$ cat src/sv/pump_ramp_pressure_controller_top_macros.svh
// Assertion helpers for the pump controller top level.
// Each macro expects clk_i and rst_ni in scope.
`ifndef PUMP_RAMP_PRESSURE_CONTROLLER_TOP_MACROS_SVH
`define PUMP_RAMP_PRESSURE_CONTROLLER_TOP_MACROS_SVH

// Consequent must hold in the same cycle as the antecedent
`define PRPC_ASSERT_SAME(lbl, ante, cons, msg) \
  lbl: assert property (@(posedge clk_i) disable iff (!rst_ni) (ante) |-> (cons)) \
    else $error(msg);

// Consequent must hold in the cycle after the antecedent
`define PRPC_ASSERT_NEXT(lbl, ante, cons, msg) \
  lbl: assert property (@(posedge clk_i) disable iff (!rst_ni) (ante) |=> (cons)) \
    else $error(msg);

`endif

$ cat src/sv/prpc_pkg.sv
`timescale 1ns / 1ps
package prpc_pkg;

  // Fixed point format of the setpoint
  localparam int RPM_FRAC_BITS = 4;
  localparam int SP_W          = 18;
  localparam int RPM_W         = 14;
  localparam int SAMPLE_W      = 27;
  localparam int TARGET_W      = 26;
  localparam int SHORT_W       = 27;
  localparam int TICK_W        = 10;
  localparam int GAIN_W        = 10;
  localparam int RAMP_T_W      = 11;
  localparam int STALL_T_W     = 22;
  localparam int TIMEOUT_W     = 12;
  localparam int CFG_IDX_W     = 3;
  localparam int CFG_DATA_W    = 26;

  // Ramp: 20 rpm per step, one step after more than 100 ms
  localparam logic [SP_W-1:0]     RAMP_STEP_FX     = SP_W'(20 << RPM_FRAC_BITS);
  localparam logic [RAMP_T_W-1:0] RAMP_INTERVAL_MS = 11'd100;
  localparam logic [STALL_T_W-1:0] MS_PER_SEC      = 22'd1000;

  // gain * shortfall * 16 / 100000 = (gain * shortfall / 2) / 3125
  localparam int PROD_W   = GAIN_W + SHORT_W;   // 37
  localparam int QUOT_IN_W = 30;                // clamped product, halved
  localparam int QUOT_W   = 19;
  localparam int RECIP_W  = 21;
  localparam int RECIP_SH = 32;
  localparam logic [RECIP_W-1:0]   DIV_RECIP = 21'd1374389; // floor(2^32 / 3125)
  localparam logic [QUOT_IN_W-1:0] DIV_DEN   = 30'd3125;

  typedef enum logic [2:0] {
    ST_RAMPING    = 3'd0,
    ST_SENSOR_ERR = 3'd1,
    ST_NO_SHORT   = 3'd2,
    ST_STALL      = 3'd3,
    ST_REGULATING = 3'd4
  } status_e;

  typedef enum logic [CFG_IDX_W-1:0] {
    CFG_TICK_PERIOD_MS  = 3'd0,
    CFG_RAMP_START_RPM  = 3'd1,
    CFG_MIN_RPM         = 3'd2,
    CFG_MAX_RPM         = 3'd3,
    CFG_STALL_TIMEOUT   = 3'd4,
    CFG_TARGET_PRESSURE = 3'd5,
    CFG_GAIN            = 3'd6
  } cfg_idx_e;

  // Result fields carried down the pipeline
  typedef struct packed {
    logic            mode;
    status_e         status;
    logic [SP_W-1:0] setpoint;
  } ctl_t;

  typedef struct packed {
    ctl_t               ctl;
    logic [SHORT_W-1:0] shortfall;
  } s1_t;

  typedef struct packed {
    ctl_t                 ctl;
    logic [QUOT_IN_W-1:0] dividend;
  } s2_t;

  typedef struct packed {
    ctl_t                 ctl;
    logic [QUOT_IN_W-1:0] dividend;
    logic [QUOT_W-1:0]    quot;
  } s3_t;

  typedef struct packed {
    ctl_t              ctl;
    logic [QUOT_W-1:0] quot;
    logic              round_up;
  } s4_t;

endpackage

$ cat src/sv/pump_ramp_pressure_controller_top.sv
`timescale 1ns / 1ps
// Pump ramp and pressure controller. Each transfer on the input channel is one control tick
// with two pressure samples; each produces exactly one result (setpoint in sixteenths of an
// rpm, mode, status) in order. A tick is taken every clock cycle when the output side keeps
// up; the result is offered after the five register stages of the path (input register
// with the shortfall, gain multiply, reciprocal multiply for the divide by 100000,
// remainder correction, then offset and cap). Mode, ramp and stall timers are updated in
// the cycle of the input transfer, so back-to-back ticks see each other's state.
// Configuration writes take effect at once and are meant for idle periods; writing the ramp
// start value in startup mode reloads the setpoint and restarts the ramp interval.
`include "pump_ramp_pressure_controller_top_macros.svh"
module pump_ramp_pressure_controller_top (
  input  logic                                  clk_i,
  input  logic                                  rst_ni,
  input  logic                                  cfg_we_i,
  input  logic [prpc_pkg::CFG_IDX_W-1:0]        cfg_index_i,
  input  logic [prpc_pkg::CFG_DATA_W-1:0]       cfg_data_i,
  input  logic                                  in_valid_i,
  output logic                                  in_ready_o,
  input  logic signed [prpc_pkg::SAMPLE_W-1:0]  pressure_a_pa_i,
  input  logic signed [prpc_pkg::SAMPLE_W-1:0]  pressure_b_pa_i,
  output logic                                  out_valid_o,
  input  logic                                  out_ready_i,
  output logic [prpc_pkg::SP_W-1:0]             rpm_setpoint_o,
  output logic                                  mode_o,
  output logic [2:0]                            status_o
);

  // Configuration registers
  logic [prpc_pkg::TICK_W-1:0]    tick_ms_q;
  logic [prpc_pkg::RPM_W-1:0]     min_rpm_q;
  logic [prpc_pkg::RPM_W-1:0]     max_rpm_q;
  logic [prpc_pkg::STALL_T_W-1:0] stall_limit_q;
  logic [prpc_pkg::TARGET_W-1:0]  target_q;
  logic [prpc_pkg::GAIN_W-1:0]    gain_q;

  // Control state
  logic                           mode_q, mode_d;
  logic [prpc_pkg::SP_W-1:0]      sp_q, sp_d;
  logic [prpc_pkg::RAMP_T_W-1:0]  ramp_q, ramp_d;
  logic [prpc_pkg::STALL_T_W-1:0] stall_q, stall_d;

  // Pipeline
  logic          v1_q, v2_q, v3_q, v4_q, out_v_q;
  logic          rdy1, rdy2, rdy3, rdy4, rdy_out;
  prpc_pkg::s1_t s1_q, s1_d;
  prpc_pkg::s2_t s2_q, s2_d;
  prpc_pkg::s3_t s3_q, s3_d;
  prpc_pkg::s4_t s4_q, s4_d;
  prpc_pkg::ctl_t out_q, out_d;

  logic                           in_xfer;
  logic [prpc_pkg::SP_W-1:0]      base_fx, cap_fx, ramp_sp;
  logic [prpc_pkg::RAMP_T_W:0]    ramp_sum;
  logic [prpc_pkg::RAMP_T_W-1:0]  ramp_nx;
  logic [prpc_pkg::STALL_T_W:0]   stall_sum;
  logic [prpc_pkg::STALL_T_W-1:0] stall_nx;
  logic [prpc_pkg::SP_W:0]        step_sum;
  logic [prpc_pkg::SP_W-1:0]      step_sp;
  logic                           sensor_err;
  logic [prpc_pkg::TARGET_W-1:0]  short_a, short_b;
  logic [prpc_pkg::SHORT_W-1:0]   shortfall;
  logic [prpc_pkg::PROD_W-1:0]    gain_prod;
  logic [30:0]                    prod_sat;
  logic [prpc_pkg::QUOT_IN_W+prpc_pkg::RECIP_W-1:0] recip_prod;
  logic [prpc_pkg::QUOT_IN_W-1:0] quot_back, rem;
  logic [prpc_pkg::QUOT_W:0]      inc;
  logic [prpc_pkg::QUOT_W+1:0]    reg_sum;

  assign base_fx = {min_rpm_q, prpc_pkg::RPM_FRAC_BITS'(0)};
  assign cap_fx  = {max_rpm_q, prpc_pkg::RPM_FRAC_BITS'(0)};

  // Handshake: each stage loads when empty or when the next stage loads
  assign rdy_out     = !out_v_q || out_ready_i;
  assign rdy4        = !v4_q || rdy_out;
  assign rdy3        = !v3_q || rdy4;
  assign rdy2        = !v2_q || rdy3;
  assign rdy1        = !v1_q || rdy2;
  assign in_ready_o  = rdy1;
  assign in_xfer     = in_valid_i && rdy1;

  // Configuration writes
  always_ff @(posedge clk_i or negedge rst_ni) begin
    if (!rst_ni) begin
      tick_ms_q     <= prpc_pkg::TICK_W'(10);
      min_rpm_q     <= prpc_pkg::RPM_W'(800);
      max_rpm_q     <= prpc_pkg::RPM_W'(1800);
      stall_limit_q <= prpc_pkg::STALL_T_W'(60000);
      target_q      <= prpc_pkg::TARGET_W'(1000000);
      gain_q        <= prpc_pkg::GAIN_W'(100);
    end else if (cfg_we_i) begin
      case (cfg_index_i)
        prpc_pkg::CFG_TICK_PERIOD_MS:  tick_ms_q <= cfg_data_i[prpc_pkg::TICK_W-1:0];
        prpc_pkg::CFG_MIN_RPM:         min_rpm_q <= cfg_data_i[prpc_pkg::RPM_W-1:0];
        prpc_pkg::CFG_MAX_RPM:         max_rpm_q <= cfg_data_i[prpc_pkg::RPM_W-1:0];
        prpc_pkg::CFG_STALL_TIMEOUT: begin
          stall_limit_q <= prpc_pkg::STALL_T_W'(cfg_data_i[prpc_pkg::TIMEOUT_W-1:0])
                           * prpc_pkg::MS_PER_SEC;
        end
        prpc_pkg::CFG_TARGET_PRESSURE: target_q  <= cfg_data_i[prpc_pkg::TARGET_W-1:0];
        prpc_pkg::CFG_GAIN:            gain_q    <= cfg_data_i[prpc_pkg::GAIN_W-1:0];
        default: ;
      endcase
    end
  end

  // Saturating timers and ramp step
  always_comb begin
    ramp_sum  = {1'b0, ramp_q} + (prpc_pkg::RAMP_T_W+1)'(tick_ms_q);
    ramp_nx   = ramp_sum[prpc_pkg::RAMP_T_W] ? '1 : ramp_sum[prpc_pkg::RAMP_T_W-1:0];
    stall_sum = {1'b0, stall_q} + (prpc_pkg::STALL_T_W+1)'(tick_ms_q);
    stall_nx  = stall_sum[prpc_pkg::STALL_T_W] ? '1 : stall_sum[prpc_pkg::STALL_T_W-1:0];
    step_sum  = {1'b0, sp_q} + {1'b0, prpc_pkg::RAMP_STEP_FX};
    step_sp   = step_sum[prpc_pkg::SP_W] ? '1 : step_sum[prpc_pkg::SP_W-1:0];
  end

  // Sensor check and summed shortfall against the target
  always_comb begin
    sensor_err = pressure_a_pa_i[prpc_pkg::SAMPLE_W-1] || pressure_b_pa_i[prpc_pkg::SAMPLE_W-1];
    short_a    = '0;
    short_b    = '0;
    if (pressure_a_pa_i[prpc_pkg::TARGET_W-1:0] < target_q) begin
      short_a = target_q - pressure_a_pa_i[prpc_pkg::TARGET_W-1:0];
    end
    if (pressure_b_pa_i[prpc_pkg::TARGET_W-1:0] < target_q) begin
      short_b = target_q - pressure_b_pa_i[prpc_pkg::TARGET_W-1:0];
    end
    shortfall = prpc_pkg::SHORT_W'(short_a) + prpc_pkg::SHORT_W'(short_b);
  end

  // Next state and first stage payload
  always_comb begin
    mode_d  = mode_q;
    sp_d    = sp_q;
    ramp_d  = ramp_q;
    stall_d = stall_q;
    ramp_sp = sp_q;
    s1_d.ctl.mode     = mode_q;
    s1_d.ctl.status   = prpc_pkg::ST_RAMPING;
    s1_d.ctl.setpoint = base_fx;
    s1_d.shortfall    = shortfall;
    if (in_xfer) begin
      ramp_d  = ramp_nx;
      stall_d = stall_nx;
      if (!mode_q) begin
        if (ramp_nx > prpc_pkg::RAMP_INTERVAL_MS) begin
          ramp_sp = step_sp;
          ramp_d  = '0;
        end
        if (ramp_sp >= base_fx) begin
          ramp_sp = base_fx;
          mode_d  = 1'b1;
        end
        sp_d              = ramp_sp;
        s1_d.ctl.mode     = mode_d;
        s1_d.ctl.setpoint = ramp_sp;
      end else if (sensor_err) begin
        s1_d.ctl.status = prpc_pkg::ST_SENSOR_ERR;
      end else if (shortfall == '0) begin
        stall_d         = '0;
        s1_d.ctl.status = prpc_pkg::ST_NO_SHORT;
      end else if (stall_nx > stall_limit_q) begin
        s1_d.ctl.status = prpc_pkg::ST_STALL;
      end else begin
        s1_d.ctl.status = prpc_pkg::ST_REGULATING;
      end
    end else if (cfg_we_i && cfg_index_i == prpc_pkg::CFG_RAMP_START_RPM && !mode_q) begin
      // Reload the ramp from the new start value
      sp_d   = {cfg_data_i[prpc_pkg::RPM_W-1:0], prpc_pkg::RPM_FRAC_BITS'(0)};
      ramp_d = '0;
    end
  end

  always_ff @(posedge clk_i or negedge rst_ni) begin
    if (!rst_ni) begin
      mode_q  <= 1'b0;
      sp_q    <= '0;
      ramp_q  <= '0;
      stall_q <= '0;
    end else begin
      mode_q  <= mode_d;
      sp_q    <= sp_d;
      ramp_q  <= ramp_d;
      stall_q <= stall_d;
    end
  end

  // Stage 2: gain times shortfall, clamp (anything above hits the cap), halve
  always_comb begin
    gain_prod   = prpc_pkg::PROD_W'(s1_q.shortfall) * prpc_pkg::PROD_W'(gain_q);
    prod_sat    = (|gain_prod[prpc_pkg::PROD_W-1:31]) ? '1 : gain_prod[30:0];
    s2_d.ctl      = s1_q.ctl;
    s2_d.dividend = prod_sat[30:1];
  end

  // Stage 3: quotient estimate by reciprocal, low by at most one
  always_comb begin
    recip_prod    = (prpc_pkg::QUOT_IN_W+prpc_pkg::RECIP_W)'(s2_q.dividend)
                    * (prpc_pkg::QUOT_IN_W+prpc_pkg::RECIP_W)'(prpc_pkg::DIV_RECIP);
    s3_d.ctl      = s2_q.ctl;
    s3_d.dividend = s2_q.dividend;
    s3_d.quot     = recip_prod[prpc_pkg::RECIP_SH+prpc_pkg::QUOT_W-1:prpc_pkg::RECIP_SH];
  end

  // Stage 4: remainder check for the correction
  always_comb begin
    quot_back     = prpc_pkg::QUOT_IN_W'(s3_q.quot) * prpc_pkg::DIV_DEN;
    rem           = s3_q.dividend - quot_back;
    s4_d.ctl      = s3_q.ctl;
    s4_d.quot     = s3_q.quot;
    s4_d.round_up = (rem >= prpc_pkg::DIV_DEN);
  end

  // Output stage: offset by the base speed and cap
  always_comb begin
    inc     = (prpc_pkg::QUOT_W+1)'(s4_q.quot) + (prpc_pkg::QUOT_W+1)'(s4_q.round_up);
    reg_sum = (prpc_pkg::QUOT_W+2)'(base_fx) + (prpc_pkg::QUOT_W+2)'(inc);
    out_d   = s4_q.ctl;
    if (s4_q.ctl.status == prpc_pkg::ST_REGULATING) begin
      out_d.setpoint = (reg_sum > (prpc_pkg::QUOT_W+2)'(cap_fx)) ? cap_fx
                       : reg_sum[prpc_pkg::SP_W-1:0];
    end
  end

  // Advance valid bits
  always_ff @(posedge clk_i or negedge rst_ni) begin
    if (!rst_ni) begin
      v1_q    <= 1'b0;
      v2_q    <= 1'b0;
      v3_q    <= 1'b0;
      v4_q    <= 1'b0;
      out_v_q <= 1'b0;
    end else begin
      if (rdy1)    v1_q    <= in_valid_i;
      if (rdy2)    v2_q    <= v1_q;
      if (rdy3)    v3_q    <= v2_q;
      if (rdy4)    v4_q    <= v3_q;
      if (rdy_out) out_v_q <= v4_q;
    end
  end

  // Advance payloads
  always_ff @(posedge clk_i) begin
    if (in_xfer)          s1_q  <= s1_d;
    if (rdy2 && v1_q)     s2_q  <= s2_d;
    if (rdy3 && v2_q)     s3_q  <= s3_d;
    if (rdy4 && v3_q)     s4_q  <= s4_d;
    if (rdy_out && v4_q)  out_q <= out_d;
  end

  assign out_valid_o    = out_v_q;
  assign rpm_setpoint_o = out_q.setpoint;
  assign mode_o         = out_q.mode;
  assign status_o       = out_q.status;

  `PRPC_ASSERT_NEXT(a_mode_sticky, mode_q, mode_q, "control mode left")
  `PRPC_ASSERT_SAME(a_ctl_status_mode,
    out_valid_o && status_o != prpc_pkg::ST_RAMPING, mode_o,
    "control status outside control mode")
  `PRPC_ASSERT_SAME(a_reg_capped,
    out_valid_o && status_o == prpc_pkg::ST_REGULATING, rpm_setpoint_o <= cap_fx,
    "regulated setpoint above cap")

endmodule

$ cat config.mk
export PLATFORM = sky130hd
export DESIGN_NAME = pump_ramp_pressure_controller_top
export DESIGN_NICKNAME = d
export VERILOG_FILES = /design/src/sv/prpc_pkg.sv /design/src/sv/pump_ramp_pressure_controller_top.sv
export VERILOG_INCLUDE_DIRS = /design/src /design/src/sv
export SDC_FILE = /design/constraint.sdc
export NUM_CORES = 2
export LEC_CHECK = 0
export BUFFER_PORTS_ARGS = -buffer_cell sky130_fd_sc_hd__buf_2
export CORE_MARGIN = 4
export CORE_UTILIZATION = 53
export CTS_CLUSTER_DIAMETER = 200
export DETAILED_ROUTE_END_ITERATION = 8
export PLACE_DENSITY = 0.75
export SLEW_MARGIN = 20
export SYNTH_ARGS = -nofsm -noshare
export SYNTH_HDL_FRONTEND = slang
export SYNTH_SLANG_ARGS = --single-unit
$ cat constraint.sdc
create_clock -name clk_i -period 6.8 [get_ports clk_i]
set_clock_uncertainty 0.1 [all_clocks]
set_input_delay 0 -clock clk_i [delete_from_list [all_inputs] [get_ports clk_i]]
set_output_delay 0 -clock clk_i [all_outputs]
set_load 0.01 [all_outputs]
==> key figures <==
GRT
  – M2 GR Usage: 0.434
  – Largest net degree at the start of global routing: 82
  – GRT Util Overall: 0.256
  – First-pass GRT wire length: around 200000 um
  – Met3 Use GR: 0.0315
  – Remaining global-route overflow: 0
  – Initial antenna violation count: 1
  – Met1 usage: 0.343
  – Vias in the first global route: 37300
  – Layer with the highest usage: met2

Final layout
  – Fin nets: ~6500
  – Commonest cells after routing, fill and taps aside: 836 x inv_1, 673 x ha_1, 568 x fa_1
  – Commonest non-fill, non-tap cell in the layout: inv_1
  – Final instance area: 54200 um2
  – Area of the multi-input gates: approximately 34000 um2
  – FF+latch area: 10900 um2
  – Fillers: 7250
  – Share of cells above drive strength 1: 0.124
  – Layout area overhead: 12.4%

Logic synthesis
  – EDFF count, synth: about 240
  – Seq cells post-synth: between 300 and 400
  – Mapped Avg Cell Area: between 10 and 15 um2
  – Synth Cell Area: ~48000 um2
  – Post-synthesis net count: slightly above 6000
  – Async SR Flop Fraction: 0.389
  – Synthesized instance count: slightly below 5000
  – Post-synth cell types: 97
  – Synth warnings: 0
  – Sequential-to-total area share from yosys stat: 0.225
  – Post-synth top flop: edfxtp_1

Outcome
  – Status: complete, no violations

Place
  – Dpl ws: -0.167 ns
  – Routability cong.: between 0.9 and 1
  – PortBufs: between 100 and 150
  – Half-perimeter wire length after placement: about 97000 um
  – Cell Area, Placed: just over 50000 um2

Clock network
  – CTS tree: done
  – Number of H-tree levels: 2
  – Clk root buf: clkbuf_16
  – Sink Count: around 390
  – Clock transition at the registers of the reported paths: 0.06 ns
  – Clk buf depth: 3
  – Clock latency on the worst-skew pair: just over 0.6 ns
  – CTS Buf Count: between 40 and 50

Timing
  – Minimum clock period: 6.67 ns
  – Period utilisation layout: 0.981
  – Final WS setup: 0.131 ns
  – RSZ-0062 raised after global routing: true
  – Final Hold Viols: 0
  – Fmax: roughly 150 MHz
  – Setup violations, final: 0
  – Slew at the pin closest to its max-slew limit: 1.08 ns
  – Max-slew violations: 0
  – Slew HR: 0.277

Setup path
  – Worst EP required: slightly above 7 ns
  – CP endpoint kind: register
  – CP max stage delay: 0.59 ns
  – CP delay by family, top: adder cells
  – Critical Path Source Type: register
  – WP data arrival: about 7 ns
  – WP buf/inv: 5
  – CP max stage cell: fa_2
  – Critical path class: reg2reg
  – Cells along the critical path: buf_4 > buf_4 > fa_1 > ha_2 > fa_1 > fa_2 > fa_2 > fa_1 > inv_1 > fa_2 > inv_2 > ha_4 > a211oi_4 > o22ai_2 > or4_4 > o211a_4 > o31a_1 > o21a_1 > or2_4 > buf_4 > a221oi_2
  – Crit-path max FO: 3

Run
  – Max Cap Viol: 0

Floorplanning
  – Core area: roughly 90000 um2
  – # rows: 110
  – Die height: about 310 um
  – I/O pin count: around 110
  – Die span in x: 310 um
  – Die footprint: roughly 96000 um2
  – Initial Util: 0.535

Drt
  – Via count: roughly 36000
  – First-pass iteration count of the detailed router: 6
  – Drt drc: 0
  – Post-route antenna net violation count: 0
  – Initial DRC count: between 2000 and 3000
  – Wirelength per Cell: between 15 and 20 um
  – Drt via density: around 5.7
  – Drt total wl: 121000 um

Min path
  – Hold crit path type: in2reg
through the flow:
stage | hold slack, ns | setup TNS (ns) | std cells | utilization
final | 0.0503 | 0 | 6339 | 0.601
after global routing | 0.0465 | -0.0885 | 6338 | 0.601
after CTS | 0.0109 | 0 | 6309 | 0.594
after detailed placement | -0.0959 | -0.759 | 6159 | 0.570
after global placement | -0.102 | -0.0810 | 6159 | 0.570
after floorplan | -0.396 | 0 | 4803 | -
timing repair:
item / CTS / global route
gates cloned: 0 / 1
setup endpoints to repair: 12 / 65
resized for setup: 5 / 94
setup buffers: 4 / 29
hold buffers: 62 / 0
endpoints found under the hold margin: 207 / 0
pin swaps: 1 / 40
cell usage after synthesis (37+ instances only):
cell type  number  area share
nor3_1         51      0.0053
nor2_1        243       0.019
ha_1          689        0.18
inv_1         840       0.065
fa_1          586        0.24
xnor2_1       101       0.018
mux2_2         74       0.017
and2_1        188       0.024
dfrtp_1       124       0.064
o21ai_0       172       0.018
a31oi_1        38      0.0049
o21a_1         37      0.0058
clkbuf_1      113      0.0088
nand3_1        83      0.0086
nand4_1        67      0.0087
xor2_1         68       0.012
a21oi_1       199       0.021
a21o_1         96       0.015
nand2_1       292       0.023
edfxtp_1      236        0.15
per-layer routing:
layer  vias to the layer above  routed length, um  part of all wire
met5                         -                  0                 0
met4                         0               4800             0.040
met3                       268               7080             0.058
met2                      1127              58500              0.48
met1                     17800              51100              0.42
li1                      16800                  -                 -
registers in the layout (all words and copies together), names as in the netlist, 11 cells and up:
name and cells:
max_rpm_q 14, min_rpm_q 14, ramp_q 11, rpm_setpoint_o 18
s1_q 49, s2_q 52, s3_q 71, s4_q 38
sp_q 18, stall_limit_q 19, stall_q 22, target_q 26
final cells by class:
type	count	area share
Sequential cell	386	0.201
Tap cell	1176	0.0271
Multi-Input combinational cell	3451	0.629
Clock buffer	57	0.0223
Timing Repair Buffer	401	0.0569
Inverter	840	0.0582
Antenna cell	1	0.0000462
Clock inverter	27	0.00526
logic make-up after synthesis:
family	Yosys count	share of synthesized area
and+or+nand+nor	1134	0.119
muxes	87	0.0200
DFF	386	0.225
AOI/OAI and AO/OA	786	0.106
xor gates and xnor gates	169	0.0307
buffers and inverters	966	0.0762
adders and majority gates	1275	0.422
worst paths after layout:
| path | end | slack (ns) | from | cells after the start |
|---|---|---|---|---|
| worst max-delay path | s3_q[12]$_DFFE_PP_ | 0.13 | s2_q[11]$_SDFFCE_PP1P_ | 21 |
| worst min-delay path | target_q[15]$_DFFE_PN0P_ | 0.05 | cfg_data_i[15] | 3 |
| worst max register to register | s3_q[12]$_DFFE_PP_ | 0.13 | s2_q[11]$_SDFFCE_PP1P_ | 21 |
| worst min register to register | s2_q[49]$_DFFE_PP_ | 0.32 | s1_q[46]$_SDFFCE_PP0P_ | 0 |
| max in group asynchronous | target_q[23]$_DFFE_PN0P_ | 4.77 | rst_ni | 5 |
| min in group asynchronous | max_rpm_q[10]$_DFFE_PN1P_ | 0.43 | rst_ni | 3 |
tightest hold or removal path: cells and delay by family:
kind                   cells  cell delay [ns]
muxes                      1             0.12
buffers and inverters      2             0.61
Power is left out: the tool's default activity adds up to more than one toggle a clock period on the data nets, which glitch-free logic cannot reach.
